--- src/rtl/lpft_pkg.sv ---
package lpft_pkg;

  localparam int Frames   = 16;
  localparam int FrameW   = $clog2(Frames);
  localparam int PinBits  = 8;

  typedef enum logic [1:0] {
    OP_FETCH = 2'd0,
    OP_UNPIN = 2'd1,
    OP_NEW   = 2'd2,
    OP_RSVD  = 2'd3
  } op_t;

  typedef enum logic [2:0] {
    ST_HIT       = 3'd0,
    ST_MISS      = 3'd1,
    ST_NEW       = 3'd2,
    ST_NO_VICTIM = 3'd3,
    ST_UNPINNED  = 3'd4,
    ST_UNPIN_NM  = 3'd5
  } status_t;

  typedef struct packed {
    logic [1:0]  operation;
    logic [15:0] table_id;
    logic [31:0] page_number;
    logic        mark_dirty;
    logic [31:0] allocated_page;
  } in_item_t;

  typedef struct packed {
    logic [2:0]  status;
    logic [3:0]  frame_index;
    logic        need_read;
    logic        evict_valid;
    logic [15:0] evict_table;
    logic [31:0] evict_page;
  } out_item_t;

  typedef struct packed {
    logic load;
    logic scan_clear;
    logic scan_step;
    logic commit;
  } dp_cmd_t;

  typedef struct packed {
    logic scan_last;
  } dp_stat_t;

endpackage

--- src/rtl/lru_page_frame_table_unit.sv ---
// Channel | Ports                          | Payload
// input   | in_valid, in_stall, in_data    | lpft_pkg::in_item_t
// result  | out_valid, out_stall, out_data | lpft_pkg::out_item_t
// One request at a time: accept, then a scan of one frame per cycle over all 16 frames,
// a commit step, then the result is held until transferred.
// The next request can be accepted in the cycle after the result transfers.
// Reset empties all frames, clears pins and dirty marks and zeroes the use clock.
// Reserved operation code is taken and dropped without a result.
module lru_page_frame_table_unit (
  input  logic                clk,
  input  logic                rst_n,
  input  logic                in_valid,
  output logic                in_stall,
  input  lpft_pkg::in_item_t  in_data,
  output logic                out_valid,
  input  logic                out_stall,
  output lpft_pkg::out_item_t out_data
);

  lpft_pkg::dp_cmd_t  cmd;
  lpft_pkg::dp_stat_t stat;

  lpft_ctrl u_ctrl (
    .clk, .rst_n, .in_valid, .in_stall, .out_valid, .out_stall,
    .op(lpft_pkg::op_t'(in_data.operation)), .cmd, .stat
  );

  lpft_datapath u_dp (
    .clk, .rst_n, .in_data, .cmd, .stat, .out_data
  );

endmodule

--- src/rtl/lpft_ctrl.sv ---
module lpft_ctrl (
  input  logic              clk,
  input  logic              rst_n,
  input  logic              in_valid,
  output logic              in_stall,
  output logic              out_valid,
  input  logic              out_stall,
  input  lpft_pkg::op_t     op,
  output lpft_pkg::dp_cmd_t cmd,
  input  lpft_pkg::dp_stat_t stat
);

  typedef enum logic [3:0] {
    S_IDLE   = 4'b0001,
    S_SCAN   = 4'b0010,
    S_COMMIT = 4'b0100,
    S_OUT    = 4'b1000
  } state_t;

  state_t state_r, state_nxt;

  assign in_stall  = (state_r != S_IDLE);
  assign out_valid = (state_r == S_OUT);

  always_comb begin
    state_nxt = state_r;
    cmd = '0;
    unique case (state_r)
      S_IDLE: begin
        if (in_valid && op != lpft_pkg::OP_RSVD) begin
          cmd.load = 1'b1;
          cmd.scan_clear = 1'b1;
          state_nxt = S_SCAN;
        end
      end
      S_SCAN: begin
        cmd.scan_step = 1'b1;
        if (stat.scan_last) state_nxt = S_COMMIT;
      end
      S_COMMIT: begin
        cmd.commit = 1'b1;
        state_nxt = S_OUT;
      end
      S_OUT: begin
        if (!out_stall) state_nxt = S_IDLE;
      end
      default: state_nxt = S_IDLE;
    endcase
  end

  always_ff @(posedge clk) begin
    if (!rst_n) state_r <= S_IDLE;
    else state_r <= state_nxt;
  end

endmodule

--- src/rtl/lpft_datapath.sv ---
module lpft_datapath (
  input  logic               clk,
  input  logic               rst_n,
  input  lpft_pkg::in_item_t in_data,
  input  lpft_pkg::dp_cmd_t  cmd,
  output lpft_pkg::dp_stat_t stat,
  output lpft_pkg::out_item_t out_data
);

  localparam int N  = lpft_pkg::Frames;
  localparam int FW = lpft_pkg::FrameW;
  localparam int PB = lpft_pkg::PinBits;

  logic [N-1:0]  occ_r, dirty_r;
  logic [PB-1:0] pins_r  [N];
  logic [15:0]   tbl_r   [N];
  logic [31:0]   page_r  [N];
  logic [63:0]   stamp_r [N];
  logic [63:0]   clock_r;

  lpft_pkg::in_item_t req_r;
  lpft_pkg::out_item_t res_r;
  lpft_pkg::out_item_t res_nxt;
  logic [FW-1:0] idx_r;
  logic          hit_found_r, empty_found_r, old_found_r;
  logic [FW-1:0] hit_idx_r, empty_idx_r, old_idx_r;
  logic [63:0]   old_stamp_r;
  logic [N-1:0]  match_r;

  logic match_c;
  logic [FW-1:0] vict;
  logic          vict_ok;

  assign stat.scan_last = (idx_r == FW'(N - 1));
  assign out_data = res_r;

  assign match_c = occ_r[idx_r] && tbl_r[idx_r] == req_r.table_id &&
                   page_r[idx_r] == req_r.page_number;

  always_comb begin
    vict_ok = empty_found_r || old_found_r;
    vict    = empty_found_r ? empty_idx_r : old_idx_r;
  end

  always_comb begin
    res_nxt = '0;
    if (req_r.operation == lpft_pkg::OP_UNPIN) begin
      if (hit_found_r) begin
        res_nxt.status = lpft_pkg::ST_UNPINNED;
        res_nxt.frame_index = 4'(hit_idx_r);
      end else begin
        res_nxt.status = lpft_pkg::ST_UNPIN_NM;
      end
    end else if (req_r.operation == lpft_pkg::OP_FETCH && hit_found_r) begin
      res_nxt.status = lpft_pkg::ST_HIT;
      res_nxt.frame_index = 4'(hit_idx_r);
    end else if (!vict_ok) begin
      res_nxt.status = lpft_pkg::ST_NO_VICTIM;
    end else begin
      if (occ_r[vict] && dirty_r[vict]) begin
        res_nxt.evict_valid = 1'b1;
        res_nxt.evict_table = tbl_r[vict];
        res_nxt.evict_page = page_r[vict];
      end
      res_nxt.frame_index = 4'(vict);
      if (req_r.operation == lpft_pkg::OP_FETCH) begin
        res_nxt.status = lpft_pkg::ST_MISS;
        res_nxt.need_read = 1'b1;
      end else begin
        res_nxt.status = lpft_pkg::ST_NEW;
      end
    end
  end

  always_ff @(posedge clk) begin
    if (cmd.load) req_r <= in_data;
    if (cmd.scan_clear) begin
      idx_r <= '0;
      hit_found_r <= 1'b0;
      empty_found_r <= 1'b0;
      old_found_r <= 1'b0;
      match_r <= '0;
    end else if (cmd.scan_step) begin
      idx_r <= idx_r + 1'b1;
      match_r[idx_r] <= match_c;
      if (match_c && !hit_found_r) begin
        hit_found_r <= 1'b1;
        hit_idx_r <= idx_r;
      end
      if (!occ_r[idx_r] && !empty_found_r) begin
        empty_found_r <= 1'b1;
        empty_idx_r <= idx_r;
      end
      if (occ_r[idx_r] && pins_r[idx_r] == '0 &&
          (!old_found_r || stamp_r[idx_r] < old_stamp_r)) begin
        old_found_r <= 1'b1;
        old_idx_r <= idx_r;
        old_stamp_r <= stamp_r[idx_r];
      end
    end
  end

  always_ff @(posedge clk) begin
    if (!rst_n) begin
      occ_r <= '0;
      dirty_r <= '0;
      clock_r <= '0;
      for (int i = 0; i < N; i++) pins_r[i] <= '0;
    end else if (cmd.commit) begin
      res_r <= res_nxt;
      if (req_r.operation == lpft_pkg::OP_UNPIN) begin
        for (int i = 0; i < N; i++) begin
          if (match_r[i]) begin
            if (pins_r[i] != '0) pins_r[i] <= pins_r[i] - 1'b1;
            dirty_r[i] <= dirty_r[i] | req_r.mark_dirty;
          end
        end
      end else if (req_r.operation == lpft_pkg::OP_FETCH && hit_found_r) begin
        if (pins_r[hit_idx_r] != '1) pins_r[hit_idx_r] <= pins_r[hit_idx_r] + 1'b1;
        stamp_r[hit_idx_r] <= clock_r;
        clock_r <= clock_r + 64'd1;
      end else if (vict_ok) begin
        occ_r[vict] <= 1'b1;
        tbl_r[vict] <= req_r.table_id;
        pins_r[vict] <= PB'(1);
        stamp_r[vict] <= clock_r;
        clock_r <= clock_r + 64'd1;
        if (req_r.operation == lpft_pkg::OP_FETCH) begin
          page_r[vict] <= req_r.page_number;
          dirty_r[vict] <= 1'b0;
        end else begin
          page_r[vict] <= req_r.allocated_page;
          dirty_r[vict] <= 1'b1;
        end
      end
    end
  end

endmodule

--- config.mk ---
export PLATFORM = sky130hd
export DESIGN_NAME = lru_page_frame_table_unit
export DESIGN_NICKNAME = d
export VERILOG_FILES = /design/src/rtl/lpft_pkg.sv /design/src/rtl/lru_page_frame_table_unit.sv /design/src/rtl/lpft_ctrl.sv /design/src/rtl/lpft_datapath.sv
export SDC_FILE = /design/constraint.sdc
export NUM_CORES = 2
export LEC_CHECK = 0
export BUFFER_PORTS_ARGS = -buffer_cell sky130_fd_sc_hd__buf_4
export CAP_MARGIN = 15
export CORE_MARGIN = 3
export CORE_UTILIZATION = 57
export DETAILED_ROUTE_END_ITERATION = 8
export PLACE_DENSITY = 0.86
export RECOVER_POWER = 100
export SYNTH_ARGS = -nofsm -noshare
export SYNTH_HDL_FRONTEND = slang
export SYNTH_HIERARCHICAL = 1
export SYNTH_SLANG_ARGS = --single-unit
--- constraint.sdc ---
create_clock -name clk -period 6.31 [get_ports clk]
set_input_delay 0.3155 -clock clk [delete_from_list [all_inputs] [get_ports clk]]
set_output_delay 0.3155 -clock clk [all_outputs]
set_load 0.05 [all_outputs]
==> impl_metrics.csv <==
group,metric,value,unit
outcome,status,"finished with violations",
outcome,violations,"capacitance limit, slew limit",
pwr,swShare,21.9,%
cells_and_area,final_cells,9040,
cts,post_cts_buffers,0,
cts,cts_tree,"built",
logic_synthesis,synth_nets,6517,
setup_path,worstSetupEndpointType,"flop",
pwr,p_clk_share,43.0,%
logic_synthesis,yosysSeqAreaShare,67.1,%
logic_synthesis,synthArstFlopShare,0,%
logic_synthesis,syn-mean-instance-area,15.7,um2
timing,finalCritPeriodShare,97.4,%
pwr,netSwitchingPower,6.85,mW
timing,fmax,0.163,GHz
cts,cts_buffers,213,
global_route,overflow,0,
setup_path,critical_path.most_common_cell,"clkbuf_2",
global_route,grt_pass1_vias,64600,
route,via_count,64600,
cells_and_area,area_growth,11.8,%
pwr,seq_power_share,52.9,%
cts,clk_latency,0.90,ns
logic_synthesis,ys_warn_count,6,
logic_synthesis,syn_inst,6329,
pwr,ir_worst_vdd,271,uV
route,drc_errors,0,
global_route,grt_max_degree,201,
route,routedWlPerCell,32.1,um
global_route,antenna_found_initial,9,
floorplan,fp-row-count,152,
setup_path,critical_path_arrival,6.61,ns
job,max-cap-violations,34,
cts,cts.sinks,2267,
pwr,leakagePower,34.6,nW
cells_and_area,nFillCells,10900,
pwr,pwr-share-comb,4.1,%
timing,final_max_slew_viol_count,1130,
floorplan,core-area,0.172,mm2
timing,tightest_slew,3.22,ns
setup_path,critical_path_class,"flop to flop",
floorplan,io_pins,146,
timing,setup_violations,0,
setup_path,startpoint_type,"flop",
pwr,finalPower,31.3,mW
cts,cts-htree-levels,4,
floorplan,die_w,424,um
route,viasPerCell,7.14,
cts,cts_buffer_depth,3,
logic_synthesis,ys_types,77,
route,ant_nets,0,
cells_and_area,layout-drive-gt1-share,17.2,%
cts,cts.clk_slew.worst_paths,0.07,ns
placed_design,post-dp-hpwl,158000,um
route,wl,291000,um
cells_and_area,nets,6726,
timing,maxSlewHeadroom,-114,%
logic_synthesis,yosys_most_used_dff,"edfxtp_1",
floorplan,die_height,424,um
placed_design,dpl.cell_count,8546,
logic_synthesis,synth.cell_area,0.0995,mm2
setup_path,critPathMaxStageDelay,1.62,ns
setup_path,crit_required,6.77,ns
timing,setup_tns,0,ns
cts,root_buffer,"clkbuf_16",
pwr,cellPowerDensity,282,mW/mm2
global_route,grt_usage,32.0,%
worst_hold_path,hp-class,"primary input to flop",
setup_path,path_cells,"mux2i_4, clkbuf_2, and2_0, nand2_1, nor2_2, clkbuf_2",
route,drt_iter0_drc,11100,
timing,rsz0062_at_grt,"false",
floorplan,die_area,0.180,mm2
pwr,internal-power,24.5,mW
timing,finClkSkew,0.0794,ns
placed_design,port_buffers,145,
timing,hold_violations,0,
setup_path,slowest_stage,"clkbuf_2",
logic_synthesis,synth-edff-count,2136,
global_route,grt_first_pass_wirelength,424000,um
placed_design,place.gp.congestion,0.931,
timing,hold_slack,0.151,ns
route,dr.pass1.iters,9,
setup_path,worstPathMaxFanout,51,
timing,period_needed,6.15,ns
floorplan,start_util,57.7,%
logic_synthesis,ys_ff_latch,2267,
routing by layer:
layer  track usage (%)  part of all wire (%)  up-vias
met5                 0                 0.013        -
met4              18.7                   7.2        6
met3              7.67                    13     1372
met2              51.5                    48     6098
met1              39.8                    32    31800
li1                  -                     -    25300
cell families (layout without fill, tap and decap cells):
kind of cell	count (synthesis)	in the layout	share of synthesized area, %
flip-flops	2267	2267	67.1
AND/OR/NAND/NOR	1902	1902	8.85
multiplexers	757	757	14.4
AO/OA/AOI/OAI	580	580	4.34
buffers and inverters	506	904	2.11
XOR/XNOR	216	216	1.90
adder cells (fa/ha/maj)	101	101	1.27
other	0	3	0
through the flow:
step | worst slack, ns | area [um2] | utilization [%]
floorplan | 0.391 | 99500 | -
global placement | 0.749 | 104000 | 60.1
detailed placement | 0.610 | 104000 | 60.1
CTS | 0.439 | 112000 | 64.9
global route | 0.165 | 111000 | 64.5
finish | 0.163 | 111000 | 64.5
cell type report:
cell class                 count  area, um2  area share (%)
sequential                  2267      66800            60.1
multi-input combinational   3556      30800            27.7
clock buffer                 281       5890            5.30
tap                         2310       2890            2.60
timing repair buffer         369       2810            2.53
clock inverter               123       1480            1.33
inverter                     131        500           0.450
antenna                        3       7.51         0.00675
repair_timing:
action | CTS | global route
hold endpoints to repair | 101 | 0
hold buffers | 86 | 0
resized for setup | 0 | 0
final timing paths:
| path | startpoint | to | slack, ns | cells past startpoint |
|---|---|---|---|---|
| setup / recovery | u_dp/empty_found_r | u_dp/page_r[1][11] | 0.16 | 6 |
| setup reg to reg | u_dp/empty_found_r | u_dp/page_r[1][11] | 0.16 | 6 |
| hold reg to reg | u_dp/occ_r[11] | u_dp/occ_r[11] | 0.49 | 1 |
| hold / removal | in_data[40] | u_dp/req_r[40] | 0.15 | 2 |
placed cells by master, fill, tap and decap left out, types with 38 or more instances in the layout:
master         instances
inv_1                127
a311oi_1             194
mux2i_1              154
nor4_1                39
o21ai_0               47
dlygate4sd3_1         86
mux4_2               533
a21oi_1               72
clkbuf_16            217
nor3_1                57
clkbuf_1             138
nand3_1              273
buf_4                 61
ha_1                 101
a21o_1                38
edfxtp_1            2136
xor2_1                89
clkinv_2              45
xnor2_1              127
clkbuf_4              80
nor3b_1               50
dfxtp_1              126
nor2_1               151
and3_1               119
nand4_1               48
nand2_1              963
o22ai_1               97
power groups by stage:
stage | logic (mW) | registers [mW] | clock network (mW)
6_report | 1.28 | 16.6 | 13.5
5_1_grt | 1.35 | 16.6 | 14.1
4_1_cts | 1.27 | 16.5 | 13.5
3_5_place_dp | 1.20 | 16.9 | 0
3_3_place_gp | 1.16 | 16.9 | 0
2_1_floorplan | 0.853 | 16.8 | 0
critical path, delay by kind of cell, from the launching register on:
kind,cells,cell delay [ns]
flops,1,0.83
simple gates,3,2.08
mux,1,0.35
buf+inv,2,2.41
sequential cells by signal, indices dropped and copies added (netlist names), named ones only:
signal              count
u_dp/hit_found_r        1
u_dp/match_r           16
u_dp/old_stamp_r       64
u_dp/pins_r           128
u_dp/occ_r             16
u_dp/idx_r              4
u_dp/old_idx_r          4
u_dp/empty_idx_r        4
u_dp/old_found_r        1
u_dp/empty_found_r      1
u_dp/out_data          57
u_dp/req_r             83
u_ctrl/state_r          4
u_dp/stamp_r         1024
u_dp/clock_r           64
u_dp/tbl_r            256
u_dp/page_r           512
u_dp/hit_idx_r          4
cells in the mapped netlist, types with 16 or more instances:
master,instances,share of area (%)
mux2i_1,158,1.6
nor2_1,179,0.68
mux2_2,62,0.70
a21o_1,38,0.29
dfxtp_1,131,2.6
a311oi_1,194,1.7
buf_1,49,0.18
edfxtp_1,2136,64
o21ai_0,46,0.23
nand3_1,274,1.4
o22ai_1,97,0.61
nor2b_1,22,0.14
nor4_1,39,0.25
mux4_2,533,12
clkbuf_1,259,0.98
ha_1,101,1.3
o221a_2,16,0.18
xor2_1,89,0.78
a21boi_0,17,0.13
nand2_1,963,3.6
inv_1,128,0.48
xnor2_1,127,1.1
buf_2,42,0.21
and2_1,51,0.32
nor3b_1,50,0.38
nand2b_1,31,0.19
or3_1,25,0.16
a21oi_1,72,0.36
nor3_1,56,0.28
nand4_1,48,0.30
and3_1,118,0.74
(Power assumes the default switching activity.)
